`src/rtl/psdd_pkg.sv`:
```
`timescale 1ns / 1ps
// ---------------------------------------------------------------------------
// psdd_pkg: shared types and constants for the pcm sample deinterleave decoder
// Holds sample format codes, register indexes and the queue entry type.
// ---------------------------------------------------------------------------
package psdd_pkg;

   // largest channel count the design supports
   localparam int MAX_CHANNELS = 8;

   // configuration port geometry
   localparam int CSR_INDEX_W = 2;
   localparam int CSR_DATA_W  = 4;

   // register indexes
   localparam logic [CSR_INDEX_W-1:0] CSR_SAMPLE_FORMAT = 2'd0;
   localparam logic [CSR_INDEX_W-1:0] CSR_CHANNEL_COUNT = 2'd1;

   // sample format codes (also the index of the sample's last byte)
   localparam logic [1:0] FMT_U8  = 2'd0;
   localparam logic [1:0] FMT_S16 = 2'd1;
   localparam logic [1:0] FMT_S24 = 2'd2;
   localparam logic [1:0] FMT_F32 = 2'd3;

   // float32 field constants
   localparam logic [7:0] EXP_SPECIAL = 8'hFF;
   localparam logic [7:0] EXP_BIAS    = 8'd127;

   // Q1.23 saturation limits
   localparam logic [23:0] Q23_MAX = 24'h7FFFFF;
   localparam logic [23:0] Q23_MIN = 24'h800000;

   // one assembled sample handed from front to back
   typedef struct packed {
      logic [31:0] raw;
      logic [1:0]  fmt;
      logic [2:0]  chan;
      logic        last;
   } psdd_item_type;

   // queue status seen by the front and back
   typedef struct packed {
      logic full;
      logic empty;
   } psdd_qstat_type;

endpackage

```
`src/rtl/psdd_front.sv`:
```
`timescale 1ns / 1ps
// ---------------------------------------------------------------------------
// psdd_front: byte gatherer and channel tracker
// Holds the configuration registers, merges little-endian bytes and pushes a
// completed sample with its channel tag into the queue.
// ---------------------------------------------------------------------------
module psdd_front (
   input  logic                               clock,
   input  logic                               reset,
   input  logic                               csr_wr_en,
   input  logic [psdd_pkg::CSR_INDEX_W-1:0]   csr_index,
   input  logic [psdd_pkg::CSR_DATA_W-1:0]    csr_wdata,
   input  logic                               req_valid,
   output logic                               req_stall,
   input  logic [7:0]                         req_data_byte,
   input  psdd_pkg::psdd_qstat_type           qstat,
   output logic                               push,
   output psdd_pkg::psdd_item_type            push_item
);

   logic [1:0]  sample_format_ff, sample_format_in;
   logic [3:0]  channel_count_ff, channel_count_in;
   logic [1:0]  byte_pos_ff, byte_pos_in;
   logic [2:0]  chan_pos_ff, chan_pos_in;
   logic [23:0] gathered_ff, gathered_in;

   logic        accept;
   logic        cfg_hit;
   logic [3:0]  chans;
   logic [2:0]  chan;
   logic        is_last;
   logic [31:0] full_word;

   // stall only when the queue cannot take another sample
   assign req_stall = qstat.full;
   assign accept    = req_valid && !req_stall;
   assign cfg_hit   = csr_wr_en && (csr_index == psdd_pkg::CSR_SAMPLE_FORMAT ||
                                    csr_index == psdd_pkg::CSR_CHANNEL_COUNT);

   // active channel count: zero means one, capped at the supported maximum
   always_comb begin
      chans = channel_count_ff;
      if (channel_count_ff == 4'd0) begin
         chans = 4'd1;
      end
      if (int'(chans) > psdd_pkg::MAX_CHANNELS) begin
         chans = 4'(psdd_pkg::MAX_CHANNELS);
      end
      if (chans > 4'd8) begin
         chans = 4'd8;
      end
   end

   // channel tag of the sample being finished
   always_comb begin
      chan = chan_pos_ff;
      if ({1'b0, chan_pos_ff} >= chans) begin
         chan = 3'(chans - 4'd1);
      end
      is_last = ({1'b0, chan} + 4'd1) >= chans;
   end

   // merge the incoming byte at its lane
   always_comb begin
      full_word = {8'd0, gathered_ff} | ({24'd0, req_data_byte} << {byte_pos_ff, 3'b000});
   end

   assign push              = accept && (byte_pos_ff == sample_format_ff);
   assign push_item.raw     = full_word;
   assign push_item.fmt     = sample_format_ff;
   assign push_item.chan    = chan;
   assign push_item.last    = is_last;

   // next state of registers and position counters
   always_comb begin
      sample_format_in = sample_format_ff;
      channel_count_in = channel_count_ff;
      byte_pos_in      = byte_pos_ff;
      chan_pos_in      = chan_pos_ff;
      gathered_in      = gathered_ff;
      if (cfg_hit) begin
         if (csr_index == psdd_pkg::CSR_SAMPLE_FORMAT) begin
            sample_format_in = csr_wdata[1:0];
         end else begin
            channel_count_in = csr_wdata[3:0];
         end
         byte_pos_in = 2'd0;
         chan_pos_in = 3'd0;
         gathered_in = 24'd0;
      end else if (accept) begin
         if (push) begin
            byte_pos_in = 2'd0;
            gathered_in = 24'd0;
            chan_pos_in = is_last ? 3'd0 : 3'(chan + 3'd1);
         end else begin
            byte_pos_in = 2'(byte_pos_ff + 2'd1);
            gathered_in = full_word[23:0];
         end
      end
   end

   always_ff @(posedge clock) begin
      if (reset) begin
         sample_format_ff <= psdd_pkg::FMT_S16;
         channel_count_ff <= 4'd1;
         byte_pos_ff      <= 2'd0;
         chan_pos_ff      <= 3'd0;
         gathered_ff      <= 24'd0;
      end else begin
         sample_format_ff <= sample_format_in;
         channel_count_ff <= channel_count_in;
         byte_pos_ff      <= byte_pos_in;
         chan_pos_ff      <= chan_pos_in;
         gathered_ff      <= gathered_in;
      end
   end

endmodule

```
`src/rtl/psdd_fifo.sv`:
```
`timescale 1ns / 1ps
// ---------------------------------------------------------------------------
// psdd_fifo: two-entry queue between front and back
// Decouples byte gathering from sample conversion so each can stall alone.
// ---------------------------------------------------------------------------
module psdd_fifo (
   input  logic                      clock,
   input  logic                      reset,
   input  logic                      push,
   input  psdd_pkg::psdd_item_type   push_item,
   input  logic                      pop,
   output psdd_pkg::psdd_item_type   pop_item,
   output psdd_pkg::psdd_qstat_type  qstat
);

   psdd_pkg::psdd_item_type entry_ff [2];
   logic       wr_ptr_ff, wr_ptr_in;
   logic       rd_ptr_ff, rd_ptr_in;
   logic [1:0] count_ff, count_in;

   assign qstat.full  = (count_ff == 2'd2);
   assign qstat.empty = (count_ff == 2'd0);
   assign pop_item    = entry_ff[rd_ptr_ff];

   // pointer and fill count update
   always_comb begin
      wr_ptr_in = push ? ~wr_ptr_ff : wr_ptr_ff;
      rd_ptr_in = pop  ? ~rd_ptr_ff : rd_ptr_ff;
      count_in  = count_ff;
      if (push && !pop) begin
         count_in = 2'(count_ff + 2'd1);
      end else if (pop && !push) begin
         count_in = 2'(count_ff - 2'd1);
      end
   end

   always_ff @(posedge clock) begin
      if (reset) begin
         wr_ptr_ff <= 1'b0;
         rd_ptr_ff <= 1'b0;
         count_ff  <= 2'd0;
      end else begin
         wr_ptr_ff <= wr_ptr_in;
         rd_ptr_ff <= rd_ptr_in;
         count_ff  <= count_in;
      end
   end

   // entry storage
   always_ff @(posedge clock) begin
      if (push) begin
         entry_ff[wr_ptr_ff] <= push_item;
      end
   end

endmodule

```
`src/rtl/psdd_back.sv`:
```
`timescale 1ns / 1ps
// ---------------------------------------------------------------------------
// psdd_back: sample converter and output register
// Scales integer formats to Q1.23, converts float32 with truncation and
// saturation, and holds the result beat until the consumer takes it.
// ---------------------------------------------------------------------------
module psdd_back (
   input  logic                      clock,
   input  logic                      reset,
   input  psdd_pkg::psdd_qstat_type  qstat,
   input  psdd_pkg::psdd_item_type   pop_item,
   output logic                      pop,
   output logic                      rsp_valid,
   input  logic                      rsp_stall,
   output logic signed [23:0]        rsp_sample_value,
   output logic [2:0]                rsp_channel_number,
   output logic                      rsp_frame_last,
   output logic                      rsp_clipped
);

   logic        rsp_valid_ff, rsp_valid_in;
   logic [23:0] value_ff;
   logic [2:0]  chan_ff;
   logic        last_ff;
   logic        clip_ff;

   logic        advance;
   logic [23:0] value;
   logic        clip;
   logic        f_neg;
   logic [7:0]  f_exp;
   logic [22:0] f_man;
   logic [7:0]  f_shift;
   logic [23:0] f_mag;

   // output register frees when empty or when its beat is taken
   assign advance = !rsp_valid_ff || !rsp_stall;
   assign pop     = advance && !qstat.empty;

   // float fields
   assign f_neg   = pop_item.raw[31];
   assign f_exp   = pop_item.raw[30:23];
   assign f_man   = pop_item.raw[22:0];
   assign f_shift = 8'(psdd_pkg::EXP_BIAS - f_exp);

   // float magnitude below one: truncating right shift of the full mantissa
   always_comb begin
      if (f_shift >= 8'd24) begin
         f_mag = 24'd0;
      end else begin
         f_mag = {1'b1, f_man} >> f_shift[4:0];
      end
   end

   // format selection and float special cases
   always_comb begin
      value = 24'd0;
      clip  = 1'b0;
      case (pop_item.fmt)
         psdd_pkg::FMT_U8: begin
            value = {pop_item.raw[7] ^ 1'b1, pop_item.raw[6:0], 16'd0};
         end
         psdd_pkg::FMT_S16: begin
            value = {pop_item.raw[15:0], 8'd0};
         end
         psdd_pkg::FMT_S24: begin
            value = pop_item.raw[23:0];
         end
         psdd_pkg::FMT_F32: begin
            if (f_exp == psdd_pkg::EXP_SPECIAL && f_man != 23'd0) begin
               value = 24'd0;
            end else if (f_exp == 8'd0) begin
               value = 24'd0;
            end else if (f_exp >= psdd_pkg::EXP_BIAS) begin
               if (f_neg && f_exp == psdd_pkg::EXP_BIAS && f_man == 23'd0) begin
                  value = psdd_pkg::Q23_MIN;
               end else begin
                  clip  = 1'b1;
                  value = f_neg ? psdd_pkg::Q23_MIN : psdd_pkg::Q23_MAX;
               end
            end else begin
               value = f_neg ? 24'(24'd0 - f_mag) : f_mag;
            end
         end
         default: begin
            value = 24'd0;
         end
      endcase
   end

   // valid of the output beat
   always_comb begin
      rsp_valid_in = rsp_valid_ff;
      if (pop) begin
         rsp_valid_in = 1'b1;
      end else if (advance) begin
         rsp_valid_in = 1'b0;
      end
   end

   always_ff @(posedge clock) begin
      if (reset) begin
         rsp_valid_ff <= 1'b0;
      end else begin
         rsp_valid_ff <= rsp_valid_in;
      end
   end

   // output payload
   always_ff @(posedge clock) begin
      if (pop) begin
         value_ff <= value;
         chan_ff  <= pop_item.chan;
         last_ff  <= pop_item.last;
         clip_ff  <= clip;
      end
   end

   assign rsp_valid          = rsp_valid_ff;
   assign rsp_sample_value   = $signed(value_ff);
   assign rsp_channel_number = chan_ff;
   assign rsp_frame_last     = last_ff;
   assign rsp_clipped        = clip_ff;

endmodule

```
`src/rtl/pcm_sample_deinterleave_decoder_top.sv`:
```
`timescale 1ns / 1ps
// path: a sample enters the queue with its last byte, then the output register
// throughput: one byte per cycle unless the queue is full; the front gathers,
// a two-entry queue and the output register let the converter run at one
// sample per cycle unless stalled; reset: synchronous, clears counters, queue
// and output valid; format resets to signed 16-bit and channel count to one
// ---------------------------------------------------------------------------
// pcm_sample_deinterleave_decoder_top: WAV PCM byte stream to Q1.23 samples
// Front gathers bytes and tags channels, back converts and presents results.
// ---------------------------------------------------------------------------
module pcm_sample_deinterleave_decoder_top (
   input  logic                               clock,
   input  logic                               reset,
   input  logic                               csr_wr_en,
   input  logic [psdd_pkg::CSR_INDEX_W-1:0]   csr_index,
   input  logic [psdd_pkg::CSR_DATA_W-1:0]    csr_wdata,
   input  logic                               req_valid,
   output logic                               req_stall,
   input  logic [7:0]                         req_data_byte,
   output logic                               rsp_valid,
   input  logic                               rsp_stall,
   output logic signed [23:0]                 rsp_sample_value,
   output logic [2:0]                         rsp_channel_number,
   output logic                               rsp_frame_last,
   output logic                               rsp_clipped
);

   psdd_pkg::psdd_qstat_type qstat;
   psdd_pkg::psdd_item_type  push_item;
   psdd_pkg::psdd_item_type  pop_item;
   logic                     push;
   logic                     pop;

   // byte gatherer
   psdd_front u_front (
      .clock         (clock),
      .reset         (reset),
      .csr_wr_en     (csr_wr_en),
      .csr_index     (csr_index),
      .csr_wdata     (csr_wdata),
      .req_valid     (req_valid),
      .req_stall     (req_stall),
      .req_data_byte (req_data_byte),
      .qstat         (qstat),
      .push          (push),
      .push_item     (push_item)
   );

   // sample queue
   psdd_fifo u_fifo (
      .clock     (clock),
      .reset     (reset),
      .push      (push),
      .push_item (push_item),
      .pop       (pop),
      .pop_item  (pop_item),
      .qstat     (qstat)
   );

   // converter and output register
   psdd_back u_back (
      .clock              (clock),
      .reset              (reset),
      .qstat              (qstat),
      .pop_item           (pop_item),
      .pop                (pop),
      .rsp_valid          (rsp_valid),
      .rsp_stall          (rsp_stall),
      .rsp_sample_value   (rsp_sample_value),
      .rsp_channel_number (rsp_channel_number),
      .rsp_frame_last     (rsp_frame_last),
      .rsp_clipped        (rsp_clipped)
   );

endmodule

```
`config.mk`:
```
export PLATFORM = sky130hd
export DESIGN_NAME = pcm_sample_deinterleave_decoder_top
export DESIGN_NICKNAME = d
export VERILOG_FILES = /design/src/rtl/psdd_pkg.sv /design/src/rtl/psdd_front.sv /design/src/rtl/psdd_fifo.sv /design/src/rtl/psdd_back.sv /design/src/rtl/pcm_sample_deinterleave_decoder_top.sv
export SDC_FILE = /design/constraint.sdc
export NUM_CORES = 1
export LEC_CHECK = 0
export ABC_AREA = 1
export ABC_CLOCK_PERIOD_IN_PS = 3600
export BUFFER_PORTS_ARGS = -buffer_cell sky130_fd_sc_hd__buf_2
export CORE_MARGIN = 2
export CORE_UTILIZATION = 39
export DETAILED_ROUTE_END_ITERATION = 16
export GPL_TIMING_DRIVEN = 1
export SYNTH_ARGS = -nofsm -noshare
export SYNTH_HDL_FRONTEND = slang
export SYNTH_SLANG_ARGS = --single-unit
```
`constraint.sdc`:
```
create_clock -name clock -period 3.6 [get_ports clock]
set_input_delay 0.36 -clock clock [delete_from_list [all_inputs] [get_ports clock]]
set_output_delay 0.36 -clock clock [all_outputs]
set_load 0.03 [all_outputs]
```
Yosys cells after proc, flatten, opt, wreduce, memory -nomap -nowiden. Memories as Yosys holds them, arrays and structs flattened. A register that Yosys moved wholly into a read port is not among the register bits. Cells that the tools add are included.

Register bits: 69. Memory bits (writable): 76. Memories kept: 1.

Add/sub/neg operators: 8. Order comparisons: 6. Equal/unequal tests: 8. Shifts and indexed selects: 2. Mux-type cells: 24. Bitwise logic cells: 7. Reductions and logical operators: 31.

Memory list: u_fifo.entry_ff (words 2, bits a word 38, read ports 1, clocked after memory_dff 1, write ports 1, line psdd_fifo.sv:16) `psdd_pkg::psdd_item_type entry_ff [2];`.

Operators by type and width (number): 24-bit two-way mux (8); 24-bit case mux with 4 select lines (1); 24-bit by 32-bit OR with 32-bit output (1); 8-bit by 5-bit << shifter with 32-bit output (1); 24-bit by 5-bit >> shifter with 24-bit output (1); 1-bit by 24-bit subtractor with 24-bit output (first input constant) (1); 23-bit logical NOT (1); 23-bit nonzero test (1); 4-bit two-way mux (3); 1-bit logical AND (9); 8-bit by 7-bit == test with 1-bit output (second input constant) (1); 8-bit == test (second input constant) (1); 8-bit by 5-bit >= comparator with 1-bit output (second input constant) (1); 8-bit by 7-bit >= comparator with 1-bit output (second input constant) (1); 4-bit > comparator (second input constant) (2); 8-bit logical NOT (1); 7-bit by 8-bit subtractor with 8-bit output (first input constant) (1); 1-bit two-way mux (7); 2-bit == test (second input constant) (3); 1-bit logical NOT (6); 2-bit logical NOT (3); 2-bit two-way mux (3); 3-bit two-way mux (2); 1-bit NOT (6); 15 further kinds (21).

Depth between registers and ports, before layout. Gate-level depths: netlist of run 1.

Depth in word-level cells: 11. Gate-level depth with buffers: 24. Gate-level depth less buffers: 22.

Cells and area by module. From an unflattened synthesis of run 1, not the netlist that was laid out.

Cell total of the unflattened synthesis: 1001. Area total of the unflattened synthesis: 8570.7 µm².

By module, submodules not included: psdd_back (times used 1, cells an instance 587, area an instance 3517.1 µm²); psdd_fifo (times used 1, cells an instance 151, area an instance 3050.4 µm²); psdd_front (times used 1, cells an instance 263, area an instance 2003.2 µm²).

Worst setup path before layout of run 1. Ideal clock, no wire load.

Path kind: flip-flop to flip-flop. Start: register u_front.byte_pos_ff[0]. End: memory u_fifo.entry_ff[1][0] (netlist bit) (enable). Arrival: 2.566 ns. Required time: 3.165 ns. Setup slack: 0.599 ns. Cell stages (with the launch flop): 5. Cell sequence: dfxtp_1 -> clkbuf_1 -> xnor2_1 -> nand3_1 -> nor2_1.

Longest elaborated chain between the ends: 4.

Ends and longest elaborated chain: start: declaration (line psdd_front.sv:23) `logic [1:0] byte_pos_ff, byte_pos_in;`; start signal: assignment (line psdd_front.sv:112) `byte_pos_ff <= byte_pos_in;`; 2-bit == test (line psdd_front.sv:68) `assign push = accept && (byte_pos_ff == sample_format_ff);`; 1-bit logical AND (line psdd_front.sv:68); 1-bit two-way mux (line psdd_fifo.sv:51) `if (push) begin`; 1-bit two-way mux (not written as such) (line psdd_fifo.sv:52) `entry_ff[wr_ptr_ff] <= push_item;`; end: declaration (line psdd_fifo.sv:16).

Every way passes these cells.

==> summary.md, run 1 <==
| Metric | Value |
|---|---|
| Measured slew at the worst slew-check pin | `0.9241 ns` |
| Final setup viols | `0` |
| CP Launch Type | `register` |
| Antenna cells | `0` |
| Synth top area cells | `edfxtp_1 (37%), nand2_1 (14%), dfxtp_1 (9.6%), nand3_1 (8.4%), inv_1 (4.9%)` |
| Min Clock Period, post-route | `approximately 3.3 ns` |
| Die W | `between 150 and 200 um` |
| Fillers | `~2.2k` |
| Post-synth EDFFs | `approximately 110` |
| RSZ-0062 raised after global routing | `no` |
| Final total power | `about 0.0083 W` |
| Post-DR wirelength/cell | `approximately 16 um` |
| Post-CTS Hold Buffers | `0` |
| Die Height | `between 150 and 200 um` |
| Rows | `54` |
| Post-layout nets | `roughly 1.2k` |
| Worst-path clk slew | `about 0.06 ns` |
| Initial DRC count | `around 670` |
| Worst EP arrival | `between 3 and 4 ns` |
| Htree depth | `4` |
| Placed cell areas | `a little over 9000 um2` |
| Clk_skew | `between 0.01 and 0.015 ns` |
| Vias per cell | `approximately 5.1` |
| Initial antenna violation count | `0` |
| Worst path required time | `between 3 and 4 ns` |
| Share of the synthesized area in the top cell type | `a little under two fifths` |
| Synth area leader | `edfxtp_1` |
| Hold slack | `between 0.09 and 0.1 ns` |
| CTS buffer count | `17` |
| Asr flop ratio synth | `0%` |
| Vias | `between 7k and 8k` |
| Hold Path Origin | `reset` |
| Critical path peak fanout | `26` |
| Initial core utilization | `39.60%` |
| Post-DP HPWL | `17890 um` |
| CP Class | `register to register` |
| Most frequent cells after synthesis | `nand2_1 (310), nand3_1 (144), inv_1 (113), edfxtp_1 (105), a21oi_1 (62)` |
| Relative slew slack | `38.39%` |
| Mapped Cells | `1103` |
| Fin cells | `roughly 1.4k` |
| Largest net degree at the start of global routing | `39` |
| PortBufs | `slightly below 50` |
| Max Cap Viol | `0` |
| Fmax | `about 0.3 GHz` |
| Ys Warns | `0` |
| Final hold vios | `0` |
| Final Cycle Share | `between 90% and 100%` |
| Dominant synthesized flop cell | `edfxtp_1` |
| Seq/Total Area, Yosys | `between 40% and 50%` |
| Syn nets | `around 1.1k` |
| Max VDD drop | `~0.00042 V` |
| Core region area | `21690 um2` |
| Layout cells sized above 1 | `between 15 and 20%` |
| Cell Area, Synth | `about 8600 um2` |
| First-pass GRT wire length | `37670 um` |
| Vias in the first global route | `6903` |
| Clk sink count | `around 150` |
| Design area | `approximately 10000 um2` |
| Gr usage total | `20.71%` |
| CTS Root Cell | `clkbuf_16` |
| Worst-skew pair later-pin latency | `about 0.43 ns` |
| Drt total wl | `between 20000 and 25000 um` |
| Yosys cell types | `48` |
| Die area | `~23000 um2` |
| Area grow syn2layout | `13.77%` |
| GP Congestion | `roughly 0.96` |
| Yosys reg bits | `around 150` |
| Most frequent cell after synthesis | `nand2_1` |
| CTS tree | `built` |
| Leak | `approximately 4.4 nW` |
| Outcome | `finished, final reports clean` |
| Hold crit path type | `input port to register` |
| Setup_tns | `0 ns` |
| DRC Markers | `0` |
| Final ANT Viol Nets | `0` |
| Placed cells | `~1.4k` |
| Total gr overflow | `0` |
| CP Capture Type | `register` |
| DR pass1 iterations | `5` |
| CTS Buffer Depth | `2` |
| Final Max Tran Viols | `0` |
| Power per cell area | `between 800 and 900 nW/um2` |
| Avg Cell Area, Syn | `7.787 um2` |
| I/O Pins | `50` |
-- flip-flops by register name (all words and copies together), names as in the netlist, named ones only --
register and cells:
u_fifo.entry_ff 76, u_back.rsp_sample_value 24, u_front.gathered_ff 24, u_front.channel_count_ff 4, u_back.rsp_channel_number 3, u_front.chan_pos_ff 3
u_fifo.count_ff 2, u_front.byte_pos_ff 2, u_front.sample_format_ff 2, u_back.rsp_clipped 1, u_back.rsp_frame_last 1, u_back.rsp_valid 1
u_fifo.rd_ptr_ff 1, u_fifo.wr_ptr_ff 1
-- cells by family after synthesis --
kind of cell	after synthesis	synth area share, %
AND/OR/NAND/NOR	631	33.49
buffers and inverters	173	9.192
flip-flops	146	46.26
AO/OA/AOI/OAI	137	8.944
adder cells (fa/ha/maj)	11	1.602
XOR/XNOR	5	0.5099
-- worst max-delay path: stages, from the launching register on --
cell	delay, ns
dfxtp_2	0.43
buf_12	0.21
o21ai_0	0.41
o21ai_0	0.19
nor2_1	0.15
inv_1	0.07
nor2_1	0.08
inv_1	0.06
a21oi_1	0.29
nand2_1	0.20
nand2_2	0.15
nor2_4	0.05
nand3_2	0.09
nand2_2	0.07
nand3_1	0.11
nand2_1	0.05
o21ai_1	0.27
nand3_1	0.17
-- cell usage in the layout (no fill, tap or decap), drive strengths merged --
master	instances
nor2	63
a22o	1
clkinv	7
dfxtp	41
inv	128
nand2	325
nand3b	2
clkbuf	17
a22oi	1
o21ai	53
nor3	42
o22ai	5
o2111ai	1
bufinv	2
edfxtp	105
o211ai	6
o31ai	1
nand3	151
clkinvlp	3
a31oi	1
xor2	2
o21a	1
a21oi	66
nor4	6
nand4	14
buf	79
or2	28
ha	11
xnor2	3
o221ai	1
-- worst paths after layout --
| check | to | slack [ns] | cells past startpoint |
|---|---|---|---|
| max | u_back.rsp_sample_value[19]$_DFFE_PP_ | 0.26 | 17 |
| min | u_back.rsp_valid$_SDFFE_PP0P_ | 0.1 | 2 |
| max reg2reg | u_back.rsp_sample_value[19]$_DFFE_PP_ | 0.26 | 17 |
| min reg2reg | u_front.channel_count_ff[0]$_SDFFE_PP1P_ | 0.46 | 2 |
-- layer usage --
layer,global-route usage [%],wire length (um),vias up
met5,0,0,-
li1,-,-,3797
met2,31.42,10620,212
met4,7.788,671,0
met1,29.40,11100,3380
met3,3.982,1249,45
-- power breakdown --
group	total (W)	internal (W)	switching, W
clock	0.00179	0.00104	0.000751
combinational	0.00418	0.00122	0.00295
sequential	0.00232	0.00222	0.000105
total	0.00829	0.00448	0.00381
-- layout make-up --
| class | count | area (um2) | area share [%] |
|---|---|---|---|
| Clock buffer | 17 | 425.4 | 4.353 |
| Clock inverter | 15 | 175.2 | 1.793 |
| Inverter | 125 | 476.7 | 4.878 |
| Multi-Input combinational cell | 784 | 3849 | 39.39 |
| Sequential cell | 146 | 3975 | 40.68 |
| Tap cell | 280 | 350.3 | 3.585 |
| Timing Repair Buffer | 79 | 520.5 | 5.327 |
-- repair_timing --
| item | CTS | global route |
|---|---|---|
| gates resized for setup | 0 | 2 |
| setup endpoints to repair | 0 | 3 |
| buffers inserted | 0 | 1 |
-- through the flow --
stage | utilization, % | setup slack (ns)
4_1_cts | 45.00 | 0.1416
3_3_place_gp | 42.23 | 0.2407
2_1_floorplan | - | 0.5987
6_report | 45.06 | 0.2605
3_5_place_dp | 42.23 | 0.1581
5_1_grt | 45.06 | 0.007929
Note: power is estimated with default switching activity, not from simulation.
==> run 2: changes to the inputs <==
Settings changed: CORE_UTILIZATION 39 to 42, SYNTH_HIERARCHICAL set to 1.
==> run 2 against run 1 <==
Compared with the run above: sequential power shrank 2%; core utilization grew 2.8 points; via count shrank 5.2%; clock skew shrank 0.0031 ns; area after synthesis shrank 0.22%; design area shrank 1.5%; critical endpoint is now u_back/rsp_sample_value[20]$_DFFE_PP_; highest routed layer unchanged.
==> summary.md, run 2 <==
| Metric | Value |
|---|---|
| Seq/Total Area, Yosys | `46.36% (was 46.26%)` |
| Yosys cell types | `42 (was 48)` |
| Syn nets | `1031 (was 1133)` |
| CP Cell Sequence | `buf_16, mux2_2, inv_2, nor2_1, nand2_2, buf_4, nor2_1, nand3_1, nand2_1, nor2_1, nand2_1, nand2_1, nand3_1, nand2_1, o21ai_1, nand4_1 (was buf_12, o21ai_0, o21ai_0, nor2_1, inv_1, nor2_1, inv_1, a21oi_1, nand2_1, nand2_2, nor2_4, nand3_2, nand2_2, nand3_1, nand2_1, o21ai_1, nand3_1)` |
| Area grow syn2layout | `12.29% (was 13.77%)` |
| PortBufs | `49 (unchanged)` |
| Htree depth | `4 (unchanged)` |
| Worst-skew pair later-pin latency | `0.42 ns (was 0.43 ns)` |
| Cell Area, Synth | `8571 um2 (was 8589 um2)` |
| CP Launch Type | `register (unchanged)` |
| Largest net degree at the start of global routing | `39 (unchanged)` |
| Final hold vios | `0 (unchanged)` |
| First-pass GRT wire length | `36250 um (was 37670 um)` |
| Yosys reg bits | `146 (unchanged)` |
| FF-to-FF End | `u_back/rsp_sample_value[20]$_DFFE_PP_ (was u_back.rsp_sample_value[19]$_DFFE_PP_)` |
| Post-layout nets | `1074 (was 1183)` |
| Max Cap Viol | `0 (unchanged)` |
| Post-synth EDFFs | `105 (unchanged)` |
| Initial DRC count | `609 (was 667)` |
| Final total power | `0.007629 W (was 0.008292 W)` |
| Initial antenna violation count | `0 (unchanged)` |
| CTS Root Cell | `clkbuf_16 (unchanged)` |
| Vias in the first global route | `6484 (was 6903)` |
| Fmax | `0.2913 GHz (was 0.2994 GHz)` |
| Number of cells on the critical path | `16 (was 17)` |
| GP Congestion | `0.9974 (was 0.9632)` |
| Vias | `7051 (was 7434)` |
| I/O Pins | `50 (unchanged)` |
| Drt total wl | `22750 um (was 23640 um)` |
| Most common cell after layout, fill and taps aside | `nand2_1 (unchanged)` |
| DRC Markers | `0 (unchanged)` |
| Die area | `21560 um2 (was 23230 um2)` |
| Vias per cell | `5.313 (was 5.141)` |
| CP Capture Point | `u_back/rsp_sample_value[20]$_DFFE_PP_ (was u_back.rsp_sample_value[19]$_DFFE_PP_)` |
| Final ANT Viol Nets | `0 (unchanged)` |
| Power per cell area | `792.7 nW/um2 (was 848.6 nW/um2)` |
| Most frequent cell after synthesis | `nand2_1 (unchanged)` |
| Rows | `52 (was 54)` |
| Post-CTS Hold Buffers | `0 (unchanged)` |
| Outcome | `finished, final reports clean (unchanged)` |
| Clk sink count | `146 (unchanged)` |
| CTS Buffer Depth | `2 (unchanged)` |
| Delay-heaviest family, CP | `simple AND/OR/NAND/NOR gates (was compound AO/OA/AOI/OAI gates)` |
| Leak | `4.119 nW (was 4.408 nW)` |
| Antenna cells | `0 (unchanged)` |
| Post-DP HPWL | `16960 um (was 17890 um)` |
| CP max stage cell | `dfxtp_4 (was dfxtp_2)` |
| Gr usage total | `21.77% (was 20.71%)` |
| Die Height | `146.9 um (was 152.4 um)` |
| Share of the synthesized area in the top cell type | `36.79% (was 36.71%)` |
| CP Class | `register to register (unchanged)` |
| Final Cycle Share | `95.36% (was 92.76%)` |
| Critical path peak fanout | `31 (was 26)` |
| Max reg flops | `76 (unchanged)` |
| Worst r2r path cells | `16 (was 17)` |
| CP most frequent cell | `nand2_1` |
| Mapped Cells | `1001 (was 1103)` |
| Final setup viols | `0 (unchanged)` |
| Relative slew slack | `58.40% (was 38.39%)` |
| Core region area | `20100 um2 (was 21690 um2)` |
| Most frequent cells after synthesis | `nand2_1 (215), nand3_1 (146), edfxtp_1 (105), inv_1 (78), a21oi_1 (53) (was nand2_1 (310), nand3_1 (144), inv_1 (113), edfxtp_1 (105), a21oi_1 (62))` |
| Min Clock Period, post-route | `3.433 ns (was 3.340 ns)` |
| Finished Core Util | `47.87% (was 45.06%)` |
| Worst EP arrival | `3.54 ns (was 3.48 ns)` |
| Synth top area cells | `edfxtp_1 (37%), dfxtp_1 (9.6%), nand2_1 (9.4%), nand3_1 (8.5%), mux2_4 (3.5%) (was edfxtp_1 (37%), nand2_1 (14%), dfxtp_1 (9.6%), nand3_1 (8.4%), inv_1 (4.9%))` |
| Avg Cell Area, Syn | `8.562 um2 (was 7.787 um2)` |
| Dominant synthesized flop cell | `edfxtp_1 (unchanged)` |
| Critical path buffers and inverters | `3 (unchanged)` |
| Asr flop ratio synth | `0% (unchanged)` |
| RSZ-0062 raised after global routing | `no (unchanged)` |
| Die W | `146.9 um (was 152.4 um)` |
| Post-DR wirelength/cell | `17.15 um (was 16.35 um)` |
| Ys Warns | `6 (was 0)` |
| Largest Register | `u_fifo/entry_ff (was u_fifo.entry_ff)` |
| Most frequent cells in the layout | `nand2_1 (214), nand3_1 (144), edfxtp_1 (105) (was nand2_1 (310), nand3_1 (144), inv_1 (113))` |
| Synth area leader | `edfxtp_1 (unchanged)` |
| Clk_skew | `0.008801 ns (was 0.01193 ns)` |
| Hold crit path type | `input port to register (unchanged)` |
| CTS buffer count | `17 (unchanged)` |
| Worst-path clk slew | `0.06 ns (about the same)` |
| Worst path required time | `3.71 ns (was 3.74 ns)` |
| Reg-to-reg slack, setup | `0.17 ns (was 0.26 ns)` |
| CP Capture Type | `register (unchanged)` |
| Slowest stage delay, CP | `0.44 ns (was 0.43 ns)` |
| Initial core utilization | `42.63% (was 39.60%)` |
| Total gr overflow | `0 (unchanged)` |
| Final Max Tran Viols | `0 (unchanged)` |
| Measured slew at the worst slew-check pin | `0.6183 ns (was 0.9241 ns)` |
| CTS tree | `built (unchanged)` |
| Layout cells sized above 1 | `22.80% (was 16.47%)` |
| DR pass1 iterations | `5 (unchanged)` |
| Max VDD drop | `0.0003925 V (was 0.0004177 V)` |
[run 2: logic make-up (layout without fill, tap and decap cells)]
logic type                 Yosys count  after routing  share of synthesized area, %
AOI/OAI and AO/OA                  112            112                         7.110
DFF                                146            146                         46.36
adders and majority gates           11             11                         1.606
muxes                               38             38                         5.869
buffers and inverters              132            188                         7.358
xor gates and xnor gates             6              6                        0.6131
and+or+nand+nor                    556            556                         31.08
[run 2: stage by stage]
step                      hold slack (ns)  setup TNS, ns  std cells  setup WS (ns)  area (um2)
after floorplan                    0.4291              0       1001         0.5659        8571
after global placement             0.4489      -0.006872       1295      -0.006872        9035
after detailed placement           0.4458              0       1295        0.06057        9035
after CTS                          0.1568              0       1327        0.03231        9597
after global routing               0.1814              0       1327       0.002814        9624
final                              0.1716              0       1327         0.1670        9624
[run 2: tightest hold or removal path: cells and delay by family]
family	cells	cell delay [ns]
simple gates	2	0.11
buf+inv	1	0.09
[run 2: power by group]
group          internal [W]  total [W]  switching [W]
clock              0.000915    0.00167       0.000751
sequential          0.00219    0.00228      0.0000965
combinational       0.00115    0.00368        0.00253
[run 2: final cells by class]
| cell class | instances | area (um2) |
|---|---|---|
| tap | 270 | 337.8 |
| clock inverter | 15 | 136.4 |
| fill | 1934 | 10480 |
| inverter | 87 | 334.1 |
| clock buffer | 17 | 425.4 |
| sequential | 146 | 3978 |
| multi-input combinational | 723 | 3998 |
| timing repair buffer | 69 | 415.4 |
[run 2: how the worst min path moves through the flow]
stage / endpoint / startpoint / cells past startpoint / slack, ns
finish: u_front/sample_format_ff[0]$_SDFFE_PP1P_ / csr_wdata[0] / 3 / 0.17
global route: u_front/sample_format_ff[0]$_SDFFE_PP1P_ / csr_wdata[0] / 3 / 0.18
CTS: u_front/sample_format_ff[0]$_SDFFE_PP1P_ / csr_wdata[0] / 3 / 0.16
detailed placement: u_front/channel_count_ff[0]$_SDFFE_PP1P_ / u_front/channel_count_ff[0]$_SDFFE_PP1P_ / 2 / 0.45
global placement: u_front/channel_count_ff[0]$_SDFFE_PP1P_ / u_front/channel_count_ff[0]$_SDFFE_PP1P_ / 2 / 0.45
floorplan: u_back/rsp_valid$_SDFFE_PP0P_ / reset / 1 / 0.43
[run 2: layer usage]
| metal | vias to the layer above | wire length (um) | GRT usage [%] |
|---|---|---|---|
| li1 | 3519 | - | - |
| met4 | 0 | 627 | 7.913 |
| met1 | 3250 | 10670 | 32.13 |
| met3 | 37 | 1319 | 3.261 |
| met2 | 245 | 10130 | 32.54 |
| met5 | - | 0 | 0 |
[run 2: repair_timing]
action,4_1_cts,5_1_grt
buffers inserted,0,0
setup endpoints to repair,0,11
gates resized for setup,0,10
